[src/rtl/i2cm_pkg.sv]
// ----------------------------------------------------------------------------
// i2cm_pkg
// Types, widths and helpers for the I2C master bit engine.
// ----------------------------------------------------------------------------
`default_nettype none

package i2cm_pkg;

  localparam int unsigned TicksW  = 16;
  localparam int unsigned PhaseW  = 5;
  localparam int unsigned InDataW = 16;
  localparam int unsigned InUserW = 4;
  localparam int unsigned OutW    = 16;

  localparam logic [TicksW-1:0] TicksReset = 16'd30;

  // Output word bit positions
  localparam int unsigned OutScl    = 0;
  localparam int unsigned OutSda    = 1;
  localparam int unsigned OutBusy   = 2;
  localparam int unsigned OutDone   = 3;
  localparam int unsigned OutRxLo   = 4;
  localparam int unsigned OutAck    = 12;
  localparam int unsigned OutRefuse = 13;

  typedef enum logic [2:0] {
    OP_START   = 3'd0,
    OP_STOP    = 3'd1,
    OP_WRITE   = 3'd2,
    OP_READ    = 3'd3,
    OP_WAITACK = 3'd4,
    OP_ACK     = 3'd5,
    OP_NACK    = 3'd6
  } op_e;

  function automatic logic [PhaseW-1:0] phase_count(op_e cmd);
    logic [PhaseW-1:0] n;
    case (cmd)
      OP_STOP:  n = 5'd1;
      OP_WRITE: n = 5'd24;
      OP_READ:  n = 5'd16;
      default:  n = 5'd3;
    endcase
    return n;
  endfunction

endpackage

`default_nettype wire

[src/rtl/i2c_master_bit_engine.sv]
// ----------------------------------------------------------------------------
// i2c_master_bit_engine
// Open-drain I2C master line sequencer, one tick per input word.
// ----------------------------------------------------------------------------
// Usage:
//   Each word on s_axis is one tick: an optional command (start, stop, write
//   byte, read byte, wait ack, send ack, send nack) and the sampled SDA pin.
//   Each accepted tick yields exactly one word on m_axis with the SCL/SDA
//   drive, busy, done, last read byte, ack result and a refusal flag.
//   cfg_data_i sets the ticks each line phase is held; write it with no word in flight.
// Throughput:
//   One tick per clock while m_axis is not stalled. The result word appears in the
//   cycle after the tick is accepted, held in a single output register; the sequencer
//   state and that register both update on the accepting edge.
// Stall:
//   s_axis_tready is high while the output register is empty or being taken,
//   so a stalled receiver stops ticks after one buffered word; no word lost.
// Reset:
//   Lines released high, idle, counters and read byte cleared, phase length
//   back to 30 ticks, output register empty.
// ----------------------------------------------------------------------------
`default_nettype none

module i2c_master_bit_engine (
  input  wire                              clk_i,
  input  wire                              rst_ni,
  input  wire                              cfg_valid_i,
  output logic                             cfg_ready_o,
  input  wire  [i2cm_pkg::TicksW-1:0]      cfg_data_i,
  input  wire                              s_axis_tvalid,
  output logic                             s_axis_tready,
  // [7:0] write_data, [8] sda_in, [15:9] zero
  input  wire  [i2cm_pkg::InDataW-1:0]     s_axis_tdata,
  // [0] cmd_valid, [3:1] opcode
  input  wire  [i2cm_pkg::InUserW-1:0]     s_axis_tuser,
  output logic                             m_axis_tvalid,
  input  wire                              m_axis_tready,
  // [0] scl_line, [1] sda_line, [2] busy_res, [3] done_res,
  // [11:4] read_byte, [12] ack_received, [13] cmd_refused, [15:14] zero
  output logic [i2cm_pkg::OutW-1:0]        m_axis_tdata
);

  logic                          cmd_valid;
  logic [2:0]                    opcode;
  logic [7:0]                    wdata;
  logic                          sda_in;
  logic                          in_acc;

  logic [i2cm_pkg::TicksW-1:0]   cfg_q;
  logic                          scl_q, scl_d, sda_q, sda_d, busy_q, busy_d;
  i2cm_pkg::op_e                 cmd_q, cmd_d;
  logic [i2cm_pkg::PhaseW-1:0]   phase_q, phase_d, phase_nx;
  logic [1:0]                    sub_q, sub_d;
  logic [2:0]                    bit_q, bit_d;
  logic [7:0]                    shift_q, shift_d, rx_q, rx_d;
  logic [i2cm_pkg::TicksW-1:0]   tick_q, tick_d;
  logic                          ack_q, ack_d;
  logic                          done, refused, enter;
  logic                          ovld_q;
  logic [i2cm_pkg::OutW-1:0]     odata_q;

  assign cmd_valid = s_axis_tuser[0];
  assign opcode    = s_axis_tuser[3:1];
  assign wdata     = s_axis_tdata[7:0];
  assign sda_in    = s_axis_tdata[8];

  assign cfg_ready_o   = 1'b1;
  assign s_axis_tready = !ovld_q || m_axis_tready;
  assign in_acc        = s_axis_tvalid && s_axis_tready;
  assign m_axis_tvalid = ovld_q;
  assign m_axis_tdata  = odata_q;

  always_comb begin
    scl_d    = scl_q;
    sda_d    = sda_q;
    busy_d   = busy_q;
    cmd_d    = cmd_q;
    phase_d  = phase_q;
    sub_d    = sub_q;
    bit_d    = bit_q;
    shift_d  = shift_q;
    rx_d     = rx_q;
    tick_d   = tick_q;
    ack_d    = ack_q;
    done     = 1'b0;
    refused  = 1'b0;
    enter    = 1'b0;
    phase_nx = 5'(phase_q + 5'd1);

    if (busy_q) begin
      refused = cmd_valid;
      if (tick_q >= cfg_q) begin
        if (cmd_q == i2cm_pkg::OP_READ && !phase_q[0]) begin
          shift_d = {shift_q[6:0], sda_in};
        end else if (cmd_q == i2cm_pkg::OP_WAITACK && phase_q == 5'd1) begin
          ack_d = ~sda_in;
        end
        if (phase_nx >= i2cm_pkg::phase_count(cmd_q)) begin
          if (cmd_q == i2cm_pkg::OP_STOP || cmd_q == i2cm_pkg::OP_ACK) begin
            sda_d = 1'b1;
          end
          if (cmd_q == i2cm_pkg::OP_READ) begin
            rx_d = shift_d;
          end
          busy_d  = 1'b0;
          done    = 1'b1;
          tick_d  = '0;
          phase_d = '0;
        end else begin
          phase_d = phase_nx;
          if (sub_q == 2'd2) begin
            sub_d = 2'd0;
            bit_d = 3'(bit_q + 3'd1);
          end else begin
            sub_d = 2'(sub_q + 2'd1);
          end
          enter  = 1'b1;
          tick_d = 16'd1;
        end
      end else begin
        tick_d = 16'(tick_q + 16'd1);
      end
    end else if (cmd_valid && opcode <= 3'(i2cm_pkg::OP_NACK)) begin
      cmd_d   = i2cm_pkg::op_e'(opcode);
      busy_d  = 1'b1;
      phase_d = '0;
      sub_d   = 2'd0;
      bit_d   = 3'd0;
      shift_d = (opcode == 3'(i2cm_pkg::OP_WRITE)) ? wdata : 8'd0;
      enter   = 1'b1;
      tick_d  = 16'd1;
    end

    if (enter) begin
      case (cmd_d)
        i2cm_pkg::OP_START: begin
          if (phase_d == 5'd0) begin
            sda_d = 1'b1;
            scl_d = 1'b1;
          end else if (phase_d == 5'd1) begin
            sda_d = 1'b0;
          end else begin
            scl_d = 1'b0;
          end
        end
        i2cm_pkg::OP_STOP: begin
          sda_d = 1'b0;
          scl_d = 1'b1;
        end
        i2cm_pkg::OP_WRITE: begin
          if (sub_d == 2'd0) begin
            sda_d = shift_d[7];
          end else if (sub_d == 2'd1) begin
            scl_d = 1'b1;
          end else begin
            scl_d = 1'b0;
            if (bit_d == 3'd7) sda_d = 1'b1;
            shift_d = {shift_d[6:0], 1'b0};
          end
        end
        i2cm_pkg::OP_READ: begin
          scl_d = ~phase_d[0];
        end
        default: begin
          if (phase_d == 5'd0) begin
            sda_d = (cmd_d == i2cm_pkg::OP_ACK) ? 1'b0 : 1'b1;
          end else if (phase_d == 5'd1) begin
            scl_d = 1'b1;
          end else begin
            scl_d = 1'b0;
          end
        end
      endcase
    end
  end

  always_ff @(posedge clk_i or negedge rst_ni) begin
    if (!rst_ni) begin
      cfg_q <= i2cm_pkg::TicksReset;
    end else if (cfg_valid_i) begin
      cfg_q <= cfg_data_i;
    end
  end

  always_ff @(posedge clk_i or negedge rst_ni) begin
    if (!rst_ni) begin
      scl_q   <= 1'b1;
      sda_q   <= 1'b1;
      busy_q  <= 1'b0;
      cmd_q   <= i2cm_pkg::OP_START;
      phase_q <= '0;
      sub_q   <= 2'd0;
      bit_q   <= 3'd0;
      shift_q <= 8'd0;
      rx_q    <= 8'd0;
      tick_q  <= '0;
      ack_q   <= 1'b0;
    end else if (in_acc) begin
      scl_q   <= scl_d;
      sda_q   <= sda_d;
      busy_q  <= busy_d;
      cmd_q   <= cmd_d;
      phase_q <= phase_d;
      sub_q   <= sub_d;
      bit_q   <= bit_d;
      shift_q <= shift_d;
      rx_q    <= rx_d;
      tick_q  <= tick_d;
      ack_q   <= ack_d;
    end
  end

  always_ff @(posedge clk_i or negedge rst_ni) begin
    if (!rst_ni) begin
      ovld_q <= 1'b0;
    end else if (in_acc) begin
      ovld_q <= 1'b1;
    end else if (m_axis_tready) begin
      ovld_q <= 1'b0;
    end
  end

  always_ff @(posedge clk_i) begin
    if (in_acc) begin
      odata_q <= {2'b00, refused, ack_d, rx_d, done, busy_d, sda_d, scl_d};
    end
  end

endmodule

`default_nettype wire

[config.mk]
export PLATFORM = sky130hd
export DESIGN_NAME = i2c_master_bit_engine
export DESIGN_NICKNAME = d
export VERILOG_FILES = /design/src/rtl/i2cm_pkg.sv /design/src/rtl/i2c_master_bit_engine.sv
export SDC_FILE = /design/constraint.sdc
export NUM_CORES = 1
export LEC_CHECK = 0
export BUFFER_PORTS_ARGS = -buffer_cell sky130_fd_sc_hd__buf_2
export CAP_MARGIN = 15
export CORE_MARGIN = 1
export CORE_UTILIZATION = 35
export DETAILED_ROUTE_END_ITERATION = 12
export PLACE_DENSITY = 0.61
export SYNTH_ARGS = -nofsm -noshare
export SYNTH_HDL_FRONTEND = slang
export SYNTH_SLANG_ARGS = --single-unit
[constraint.sdc]
create_clock -name clk_i -period 3 [get_ports clk_i]
set_input_delay 0.6 -clock clk_i [delete_from_list [all_inputs] [get_ports clk_i]]
set_output_delay 0.6 -clock clk_i [all_outputs]
set_load 0.01 [all_outputs]
; ---- After elaboration in Yosys (flattened, before gate mapping)
; Index checks and enable logic that the tools add are counted.
[op_classes]
add_sub_neg = 4
n_div = 0
n_mul = 0
n_eq_ne = 15
n_lt_le_gt_ge = 3
reduce_logical = 15
mux = 70
n_shift = 0
bitwise = 2
[op_table]
columns = op, n
row1 = $mux W8, 13
row2 = $mux W16, 3
row3 = $mux W1, 33
row4 = $mux W5, 6
row5 = $mux W3, 7
row6 = $add A16 B1 Y16 const B, 1
row7 = $ge A16 B16 Y1, 1
row8 = $eq A3 B2 Y1 const B, 5
row9 = $pmux W5 S3, 1
row10 = $eq A3 B3 Y1 const B, 4
row11 = $eq A5 B1 Y1 const B, 2
row12 = $mux W2, 5
row13 = $pmux W1 S4, 2
row14 = $eq A3 B1 Y1 const B, 2
row15 = $add A5 B1 Y5 const B, 1
row16 = $ge A5 B5 Y1, 1
row17 = $logic_not A5 Y1, 1
row18 = $logic_and A1 B1 Y1, 4
row19 = $reduce_and A2 Y1, 2
row20 = $reduce_bool A2 Y1, 2
row21 = $add A3 B1 Y3 const B, 1
row22 = $le A3 B3 Y1 const B, 1
row23 = $logic_not A3 Y1, 1
row24 = $add A2 B1 Y2 const B, 1
row25 = other kinds (6), 9
[word_totals]
mem_bits_rw = 0
rom_bits = 0
register_bits = 80
out_inout_bits = 19
n_memories = 0
inputBits = 41
latchBits = 0
word_cells = 125

; ---- Logic depth before layout (Yosys ltp)
; Gate-level depths: netlist of run 1.
[logic_depth]
depth_word = 14
mapped_depth = 14
depth_no_buf = 14

; ---- Least setup slack after synthesis of run 1
; No wires, ideal clock.
[synth_timing]
path_type = reg2reg
from = register phase_q[0] (netlist bit)
to = register odata_q (netlist bit m_axis_tdata[1]) (data pin)
path_buffers = 0
arrival_time_ps = 3077
setup_ps = 159
period_less_slack_ps = 3236
required_time_ps = 2841
path_stages_with_launch = 15
slack_ps = -236
cell_sequence = dfrtp_1 > ha_1 > and2_1 > nand2_1 > xnor2_1 > ha_1 > nand3_1 > nor3b_1 > a211oi_2 > o311a_2 > mux2_1 > a221oi_1 > a311o_1 > nor2_1 > a22oi_1
[synth_between]
elab_chain_len = 11
word_cells_on_any_way = 36
cone_classes = add/sub: 1 / order compare: 1 / eq/ne: 3 / mux: 27 / reduce/logical: 4
[synth_lines]
columns = element, line
row1 = from (decl), i2c_master_bit_engine.sv:52  ; logic [i2cm_pkg::PhaseW-1:0] phase_q, phase_d, phase_nx;
row2 = from (signal assigned), i2c_master_bit_engine.sv:203  ; phase_q <= phase_d;
row3 = $add A5 B1 Y5, i2c_master_bit_engine.sv:88  ; phase_nx = 5'(phase_q + 5'd1);
row4 = $ge A5 B5 Y1, i2c_master_bit_engine.sv:98  ; if (phase_nx >= i2cm_pkg::phase_count(cmd_q)) begin
row5 = $mux W3, i2c_master_bit_engine.sv:98
row6 = $mux W3, i2c_master_bit_engine.sv:92  ; if (tick_q >= cfg_q) begin
row7 = $mux W3, i2c_master_bit_engine.sv:90  ; if (busy_q) begin
row8 = $eq A3 B3 Y1, i2c_master_bit_engine.sv:157  ; if (bit_d == 3'd7) sda_d = 1'b1;
row9 = $mux W1, i2c_master_bit_engine.sv:157
row10 = $mux W1, i2c_master_bit_engine.sv:153  ; end else if (sub_d == 2'd1) begin
row11 = $mux W1, i2c_master_bit_engine.sv:151  ; if (sub_d == 2'd0) begin
row12 = $pmux W1 S4, i2c_master_bit_engine.sv:135  ; case (cmd_d)
row13 = $mux W1 *, i2c_master_bit_engine.sv:134  ; if (enter) begin
row14 = named net sda_d, i2c_master_bit_engine.sv:50  ; logic scl_q, scl_d, sda_q, sda_d, busy_q, busy_d;
row15 = to (signal assigned), i2c_master_bit_engine.sv:225  ; odata_q <= {2'b00, refused, ack_d, rx_d, done, busy_d, sda_d, scl_d};
row16 = to (decl), i2c_master_bit_engine.sv:60  ; logic [i2cm_pkg::OutW-1:0] odata_q;
; The timed path passes the listed nets; every way through them passes the cells marked *.
; A chain may end at the register's enable or synchronous reset.

; ---- Worst setup path in the final report of run 1
[layout_timing]
from = register tick_q[12] (netlist bit)
to = register odata_q (netlist bit m_axis_tdata[1]) (data pin)
[layout_between]
elab_chain_len = 9
word_cells_on_any_way = 26
cone_classes = order compare: 1 / eq/ne: 3 / mux: 20 / reduce/logical: 2
[layout_lines]
columns = element, line
row1 = from (decl), i2c_master_bit_engine.sv:56  ; logic [i2cm_pkg::TicksW-1:0] tick_q, tick_d;
row2 = from (signal assigned), i2c_master_bit_engine.sv:208  ; tick_q <= tick_d;
row3 = $ge A16 B16 Y1 *, i2c_master_bit_engine.sv:92
row4 = $mux W3, i2c_master_bit_engine.sv:92
row5 = $mux W3, i2c_master_bit_engine.sv:90
row6 = $eq A3 B3 Y1, i2c_master_bit_engine.sv:157
row7 = $mux W1, i2c_master_bit_engine.sv:157
row8 = $mux W1, i2c_master_bit_engine.sv:153
row9 = $mux W1, i2c_master_bit_engine.sv:151
row10 = $pmux W1 S4, i2c_master_bit_engine.sv:135
row11 = $mux W1 *, i2c_master_bit_engine.sv:134
row12 = named net sda_d, i2c_master_bit_engine.sv:50
; Marked as above.

==> flow_summary.ini, run 1 <==
[run_status]
status = complete, but fails checks
violations = negative setup slack

[timing]
worst_pin_slew_ns = 0.5709
finalHoldViolCount = 0
setup-violations-final = 2
setup_ws_ns = -0.1087
fin_worst_skew_ns = 0.003297
slew_violations = 0
fin_crit_sh = 1.036
rsz0062_at_grt = true
fmax_mhz = 321.7
fin_crit_ns = 3.109
slew_headroom = 0.6180

[die]
coreArea_um2 = 13240
dieArea_um2 = 14080
initial_utilization = 0.3597
num_rows = 42
die_y_um = 118.7
die_w_um = 118.7
ios = 60

[grt]
grt_pass1_vias = 4206
grt.overflow.total = 0
grt_pass1_wl_mm = 20.37
grt_usage = 0.1840
grt_max_degree = 41
antenna_found_initial = 0

[placed_design]
dpl.hpwl_mm = 9.019
gp_congestion = 0.8610
placed_area_um2 = 5665
port_buffers = 49
place_ws_ns = -0.05297

[drt]
via_count = 4307
detail-route-antenna-nets = 0
vias_per_cell = 5.246
drt_iter0_markers = 353
routed_wl_mm = 12.39
avgRoutedWirePerCell_um = 15.09
dr.pass1.iters = 5
drc_errors = 0

[setup_path]
arrival_ns = 3.18
critPathKind = reg2reg
startpoint_type = register
critPathCaptureType = register
rrSetupSlack_ns = -0.11
timing.rr.end = m_axis_tdata[1]
worstRegToRegCells = 12
crit-reg2reg-launch = tick_q[12]
required_ns = 3.08
cp_max_fo = 4

[finish]
final_util = 0.4599
regArea_um2 = 2082
drive_above_1_share = 0.2760
fillers = 1332
area_delta_synth_final_pct = 27.87
final_cell_mix = nand2_1 (105), buf_4 (61), o21ai_0 (59)
finalInstanceArea_um2 = 6091
n_antenna_cell = 0
nets = 705
final_common_cell = nand2_1
multi_input_area_um2 = 2710

[clock_tree]
clockRootBuffer = clkbuf_16
clock_sinks = 80
cts_tree = yes
hold_buffers = 0
clock_latency_ns = 0.34
htreeDepth = 3
clkTransAtPathRegs_ns = 0.06
clockBufferDepth = 2
cts_buffers = 9

[logic_synthesis]
synth_cells = 536
syn_avg_cell_area_um2 = 8.887
synth-edff-count = 14
synth_flop_cell = dfrtp_1
ys_ff_latch = 80
ys_warn_count = 0
yosysSeqAreaShare = 0.4366
syn_area_um2 = 4763
yosysUniqueCellTypes = 67
ys_async_sr_fraction = 0.8250

[power]
power.density_nw_per_um2 = 540.8
peakVddDrop_v = 0.0002578
total_leakage_power_nw = 2.792
finalPower_mw = 3.294

[worst_hold_path]
hp-class = in2async

[run]
maxCapViolations = 0
## worst max-delay path by stage
| stage | start | end | slack (ns) | depth (start not counted) |
|---|---|---|---|---|
| after floorplan | cmd_q[2] | m_axis_tdata[1] | 0.006 | 12 |
| after global placement | phase_q[0] | m_axis_tdata[1] | -0.05 | 13 |
| after detailed placement | phase_q[0] | m_axis_tdata[1] | -0.05 | 13 |
| after CTS | phase_q[0] | m_axis_tdata[1] | -0.05 | 14 |
| after global routing | tick_q[15] | m_axis_tdata[1] | -0.27 | 12 |
| final | tick_q[12] | m_axis_tdata[1] | -0.11 | 12 |
## through the flow
step	setup TNS [ns]	cells	hold WS, ns
2_1_floorplan	0	537	0.3044
3_3_place_gp	-0.04628	800	0.4590
3_5_place_dp	-0.05297	800	0.4627
4_1_cts	-0.04799	818	0.2203
5_1_grt	-0.6384	821	0.2491
6_report	-0.1497	821	0.2132
## flip-flops by register name, indices dropped and copies added, names as in the netlist, 2 cells and up
name / cells
cfg_q: 16
tick_q: 16
m_axis_tdata: 14
rx_q: 8
shift_q: 8
phase_q: 5
bit_q: 3
cmd_q: 3
sub_q: 2
## synth_stat cells, types with 5 or more instances
cell type / number / area share
a21oi_1: 35 / 0.037
a22oi_1: 8 / 0.013
a31oi_1: 7 / 0.0092
and2_1: 5 / 0.0066
and3_1: 10 / 0.013
clkbuf_1: 12 / 0.0095
dfrtp_1: 60 / 0.32
dfstp_2: 6 / 0.033
edfxtp_1: 14 / 0.088
ha_1: 24 / 0.063
inv_1: 23 / 0.018
mux2i_1: 17 / 0.036
nand2_1: 106 / 0.084
nand3_1: 13 / 0.014
nand4_1: 9 / 0.012
nor2_1: 33 / 0.026
nor2b_1: 6 / 0.0079
nor3_1: 9 / 0.0095
o21ai_0: 59 / 0.062
o31ai_1: 5 / 0.0079
## worst max-delay path, stage by stage, from the launching register on
cell      delay [ns]
dfrtp_1         0.43
ha_1            0.31
nand4_1         0.18
nor3_1          0.30
buf_4           0.18
nand3b_1        0.11
buf_4           0.18
a31oi_2         0.24
mux2i_1         0.14
a21oi_1         0.20
a21oi_1         0.10
o31ai_1         0.35
a22oi_1         0.12
## cell type report
type / count / area share
clock inverter: 5 / 0.005546
tap: 176 / 0.03615
inverter: 23 / 0.01417
sequential: 80 / 0.3418
timing repair buffer: 112 / 0.1191
multi-input combinational: 414 / 0.4449
clock buffer: 11 / 0.03821
## power breakdown
| group | switching [mW] | internal [mW] | total (mW) |
|---|---|---|---|
| sequential | 0.111 | 1.25 | 1.36 |
| combinational | 0.521 | 0.416 | 0.937 |
| clock | 0.442 | 0.559 | 1.00 |
## layer usage
layer | GRT usage | routed length (um) | vias to the layer above
met3 | 0.04054 | 516 | 16
li1 | - | - | 2113
met2 | 0.3096 | 5990 | 111
met4 | 0.06646 | 222 | 0
met5 | 0 | 0 | -
met1 | 0.2307 | 5659 | 2067
## cell families (layout without fill, tap and decap cells)
logic type / after synthesis / count (layout) / share of synthesized area
simple gates: 212 / 212 / 0.2075
compound gates: 146 / 146 / 0.1925
flops: 80 / 80 / 0.4366
buf+inv: 43 / 151 / 0.03887
fa+ha+maj: 24 / 24 / 0.06304
mux: 21 / 21 / 0.04518
xor+xnor: 8 / 8 / 0.01471
other cells: 2 / 3 / 0.001577
## what timing repair did
action                                  4_1_cts  5_1_grt
endpoints found under the setup margin        3        7
resized for setup                             7       15
pin swaps                                    13       10
buffers inserted                              2        3
No activity file was read; power rests on OpenSTA's default activity.
==> run 2: changes to the inputs <==
REMOVE_ABC_BUFFERS = 1   (was unset)
==> run 2 against run 1 <==
The run still ends with negative setup slack left. Critical endpoint unchanged. Sequential cell count unchanged. Critical path depth increased by 1. First-iteration DRC count decreased by 22%. Non-clock buffer count increased by 11. Fmax increased by 2.0%.
==> flow_summary.ini, run 2 (synthesis gave the netlist of run 1 again) <==
[power]
p_switching_mw = 1.064
pwr-share-seq = 0.396
p_int_mw = 2.319
peakVddDrop_v = 0.0002672
clkPwrFrac = 0.307
total_leakage_power_nw = 2.880
switching_share = 0.3146
combPwrFrac = 0.297
power.density_nw_per_um2 = 544.2

[finish]
drive_above_1_share = 0.2881
final_common_cell = nand2_1
area_delta_synth_final_pct = 30.50
finalInstanceArea_um2 = 6216
final-instance-count-excl-fill = 832
final_cell_mix = nand2_1 (104), buf_4 (69), dfrtp_1 (60)
n_antenna_cell = 0
nets = 716
fillers = 1257

[die]
initial_utilization = 0.3597
num_rows = 42
coreArea_um2 = 13240
ios = 60
die_w_um = 118.7
die_y_um = 118.7
dieArea_um2 = 14080

[clock_tree]
clock_latency_ns = 0.34
hold_buffers = 0
clkTransAtPathRegs_ns = 0.06
cts_buffers = 9
htreeDepth = 3
clockBufferDepth = 2
cts_tree = yes
clock_sinks = 80
clockRootBuffer = clkbuf_16

[setup_path]
timing.rr.end = m_axis_tdata[1]
path_cells = buf_6 -> nand3_1 -> xnor2_2 -> ha_4 -> nor2_1 -> a21oi_1 -> a211oi_4 -> buf_4 -> a311oi_2 -> a21o_1 -> a32o_1 -> o31ai_2 -> a22oi_1
startpoint_type = register
rrSetupSlack_ns = -0.05
critPathCaptureType = register
cp_max_fo = 10
critPathKind = reg2reg
crit-reg2reg-launch = phase_q[0]
critPathMaxStageDelay_ns = 0.36
cp-startpoint = phase_q[0]
critical_path_buf_inv_count = 2
cp_top_family = compound AO/OA/AOI/OAI gates
worstRegToRegCells = 13
slowest_stage = dfrtp_1
required_ns = 3.09
arrival_ns = 3.13

[timing]
setup_ws_ns = -0.04668
fmax_mhz = 328.2
rsz0062_at_grt = true
fin_worst_skew_ns = 0.005541
worst_pin_slew_ns = 0.8701
finalHoldViolCount = 0
fin_crit_ns = 3.047
timing.hold.ws_ns = 0.4561
slew_headroom = 0.4199
setup-violations-final = 2
slew_violations = 0
fin_crit_sh = 1.016

[grt]
antenna_found_initial = 0
grt_pass1_vias = 4145
grt_pass1_wl_mm = 20.18
grt.overflow.total = 0
grt_max_degree = 67
grt_usage = 0.1802

[placed_design]
dp.cells = 810
place_ws_ns = -0.3007
placed_area_um2 = 5644
gp_congestion = 0.8882
dpl.hpwl_mm = 8.576
port_buffers = 49

[drt]
avgRoutedWirePerCell_um = 14.66
vias_per_cell = 5.154
via_count = 4288
drc_errors = 0
detail-route-antenna-nets = 0
drt_iter0_markers = 274
routed_wl_mm = 12.20
dr.pass1.iters = 5

[worst_hold_path]
hp-class = in2async

[run]
maxCapViolations = 0

[run_status]
status = complete, but fails checks
violations = negative setup slack
## run 2: worst reg2reg max path, stage by stage (launching register included)
cell and delay (ns):
dfrtp_1 0.36, buf_6 0.16, nand3_1 0.12, xnor2_2 0.26
ha_4 0.26, nor2_1 0.09, a21oi_1 0.09, a211oi_4 0.34
buf_4 0.18, a311oi_2 0.04, a21o_1 0.22, a32o_1 0.27
o31ai_2 0.29, a22oi_1 0.10
## run 2: what timing repair did
item | in CTS | in global routing
endpoints found under the hold margin | 0 | 0
buffers inserted | 2 | 5
pin swaps | 19 | 17
endpoints found under the setup margin | 3 | 23
resized for setup | 20 | 26
## run 2: worst max-delay path by stage
stage | cells past startpoint | slack [ns] | end
after detailed placement | 15 | -0.30 | sda_q
after global placement | 14 | -0.27 | m_axis_tdata[1]
after CTS | 15 | -0.01 | m_axis_tdata[1]
after floorplan | 14 | -0.36 | m_axis_tdata[1]
final | 13 | -0.05 | m_axis_tdata[1]
after global routing | 13 | -0.18 | m_axis_tdata[1]
## run 2: metal layers
metal,up-vias,part of all wire,track usage
met5,-,0,0
met4,0,0.016,0.06171
met3,18,0.037,0.03668
met2,99,0.48,0.2939
met1,2040,0.46,0.2370
li1,2131,-,-
## run 2: power by group through the flow
stage / sequential (mW) / clock, mW / combinational, mW
2_1_floorplan: 1.36 / 0 / 0.510
3_3_place_gp: 1.35 / 0 / 0.901
3_5_place_dp: 1.35 / 0 / 0.920
4_1_cts: 1.33 / 1.07 / 0.956
5_1_grt: 1.36 / 1.12 / 1.12
6_report: 1.34 / 1.04 / 1.00
## run 2: final cells by class
type | instances | area [um2] | area share
clock inverter | 3 | 15.01 | 0.002415
tap | 176 | 220.2 | 0.03543
multi-input combinational | 414 | 2734 | 0.4398
inverter | 23 | 86.33 | 0.01389
clock buffer | 13 | 261.5 | 0.04207
sequential | 80 | 2079 | 0.3345
timing repair buffer | 123 | 819.5 | 0.1318
## run 2: through the flow
step	power, mW	TNS (ns)	utilization
after floorplan	1.875	-5.151	-
after global placement	2.251	-0.5309	0.4262
after detailed placement	2.274	-0.6421	0.4262
after CTS	3.364	-0.01334	0.4554
after global routing	3.587	-0.6354	0.4694
final	3.383	-0.06885	0.4694
==> run 3: changes to the inputs <==
==> constraint.sdc (replaced) <==
create_clock -name clk_i -period 3 [get_ports clk_i]
set_input_delay 0 -clock clk_i [delete_from_list [all_inputs] [get_ports clk_i]]
set_output_delay 0 -clock clk_i [all_outputs]
set_load 0.01 [all_outputs]
==> run 3 against run 2 <==
The flow still finishes with violations (negative setup slack). Sequential power is essentially flat. Global-route usage barely moved. Utilization increased by 1.2 points. Count of clock-buffer cells in the layout is 1 higher. Worst hold slack got worse by 0.41 ns. Cell count up 1.3%. Largest power group unchanged. Critical path type unchanged. Total power increased by 3.6%. Setup slack improved by 0.0076 ns.
==> flow_summary.ini, run 3 (synthesis gave the netlist of run 1 again) <==
[timing]
slew_headroom = 0.5564
setup_ws_ns = -0.03911
finalHoldViolCount = 0
fin_worst_skew_ns = 0.005494
worst_pin_slew_ns = 0.6654
timing.hold.ws_ns = 0.04699
setup-violations-final = 1
rsz0062_at_grt = true
fin_crit_ns = 3.039
fmax_mhz = 329.0
slew_violations = 0
fin_setup_tns_ns = -0.03911
fin_crit_sh = 1.013

[drt]
vias_per_cell = 5.210
drt_iter0_markers = 270
detail-route-antenna-nets = 0
drc_errors = 0
avgRoutedWirePerCell_um = 14.55
routed_wl_mm = 12.27
via_count = 4392
dr.pass1.iters = 4

[grt]
antenna_found_initial = 0
grt_max_degree = 32
grt_pass1_wl_mm = 20.29
grt.overflow.total = 0
grt_usage = 0.1807
grt_pass1_vias = 4265

[clock_tree]
cts_buffers = 9
clockRootBuffer = clkbuf_16
cts_tree = yes
clockBufferDepth = 2
htreeDepth = 3
clock_sinks = 80
clock_latency_ns = 0.34
clkTransAtPathRegs_ns = 0.06

[setup_path]
required_ns = 3.09
critPathCaptureType = register
crit-reg2reg-launch = phase_q[0]
rrSetupSlack_ns = -0.04
critPathKind = reg2reg
startpoint_type = register
timing.rr.end = m_axis_tdata[1]
cp_max_fo = 5
arrival_ns = 3.13
worstRegToRegCells = 15

[finish]
final-instance-count-excl-fill = 843
nets = 727
final_util = 0.4815
area_delta_synth_final_pct = 33.86
final_cell_mix = nand2_1 (105), buf_4 (63), dfrtp_1 (60)
drive_above_1_share = 0.2804
n_antenna_cell = 0
final_common_cell = nand2_1

[power]
peakVddDrop_v = 0.0002488
finalPower_mw = 3.506
power.density_nw_per_um2 = 549.8
total_leakage_power_nw = 2.902

[die]
initial_utilization = 0.3597
num_rows = 42
die_y_um = 118.7
ios = 60
coreArea_um2 = 13240
die_w_um = 118.7
dieArea_um2 = 14080

[worst_hold_path]
hp-start = s_axis_tuser[0]
min_path_cells = 2
hp-class = in2reg
min_to = m_axis_tdata[13]

[placed_design]
port_buffers = 49
dp.cells = 799
dpl.hpwl_mm = 8.808
gp_congestion = 0.8807

[run_status]
status = complete, but fails checks
violations = negative setup slack

[run]
maxCapViolations = 0
==> run 3: cell types whose count changed in the layout (fill, tap and decap cells not counted), sizes merged <==
| cell | delta |
|---|---|
| buf | -8 |
| bufinv | +1 |
| clkbuf | +1 |
| clkinv | -2 |
| dlygate4sd3 | +19 |
==> run 3: worst max path at each step <==
stage | from | endpoint | slack, ns | depth (start not counted)
CTS | tick_q[14] | m_axis_tdata[1] | -0.05 | 12
finish | phase_q[0] | m_axis_tdata[1] | -0.04 | 15
global placement | phase_q[0] | m_axis_tdata[1] | -0.16 | 14
detailed placement | phase_q[0] | m_axis_tdata[1] | -0.19 | 14
global route | phase_q[0] | m_axis_tdata[1] | -0.13 | 14
floorplan | phase_q[0] | m_axis_tdata[1] | -0.36 | 14
==> run 3: routing by layer <==
| metal | vias to the layer above | track usage | share of wire |
|---|---|---|---|
| li1 | 2151 | - | - |
| met4 | 0 | 0.06487 | 0.018 |
| met5 | - | 0 | 0 |
| met1 | 2114 | 0.2294 | 0.45 |
| met2 | 109 | 0.3008 | 0.48 |
| met3 | 18 | 0.03958 | 0.043 |
==> run 3: stage by stage <==
| step | worst slack [ns] | cell area (um2) |
|---|---|---|
| 2_1_floorplan | -0.3560 | 4668 |
| 3_3_place_gp | -0.1625 | 5562 |
| 3_5_place_dp | -0.1885 | 5562 |
| 4_1_cts | -0.05116 | 6203 |
| 5_1_grt | -0.1312 | 6376 |
| 6_report | -0.03911 | 6376 |
==> run 3: layout make-up <==
type	instances	area (um2)
inverters	23	86.33
flip-flops and latches	80	2079
clock inverters	2	35.03
multi-input cells	414	2728
clock buffers	14	285.3
well taps	176	220.2
fillers	1252	6867
repair buffers	134	942.2
==> run 3: what timing repair did <==
| item | CTS | global route |
|---|---|---|
| endpoints found under the hold margin | 39 | 0 |
| gates resized for setup | 18 | 27 |
| pin swaps | 13 | 23 |
| gates cloned | 0 | 0 |
| hold buffers | 19 | 0 |
| buffers inserted | 4 | 5 |
| setup endpoints to repair | 5 | 8 |
==> run 3: power by group <==
part | leakage (nW) | switching (mW) | total, mW | internal, mW
registers | 0.992 | 0.107 | 1.35 | 1.25
clock network | 0.158 | 0.431 | 1.17 | 0.740
logic | 1.75 | 0.529 | 0.982 | 0.453
==> run 3: worst max-delay path: stages, from the launching register on <==
cell and delay (ns):
dfrtp_1 0.37, ha_2 0.19, and2_4 0.16, nand2_4 0.07, xnor2_4 0.21, ha_4 0.23, nand3_2 0.07, nor3b_2 0.05
a211oi_2 0.28, buf_4 0.20, a311oi_2 0.05, a21o_1 0.25, o211a_1 0.12, a311o_1 0.31, nor2_1 0.15, a22oi_2 0.06
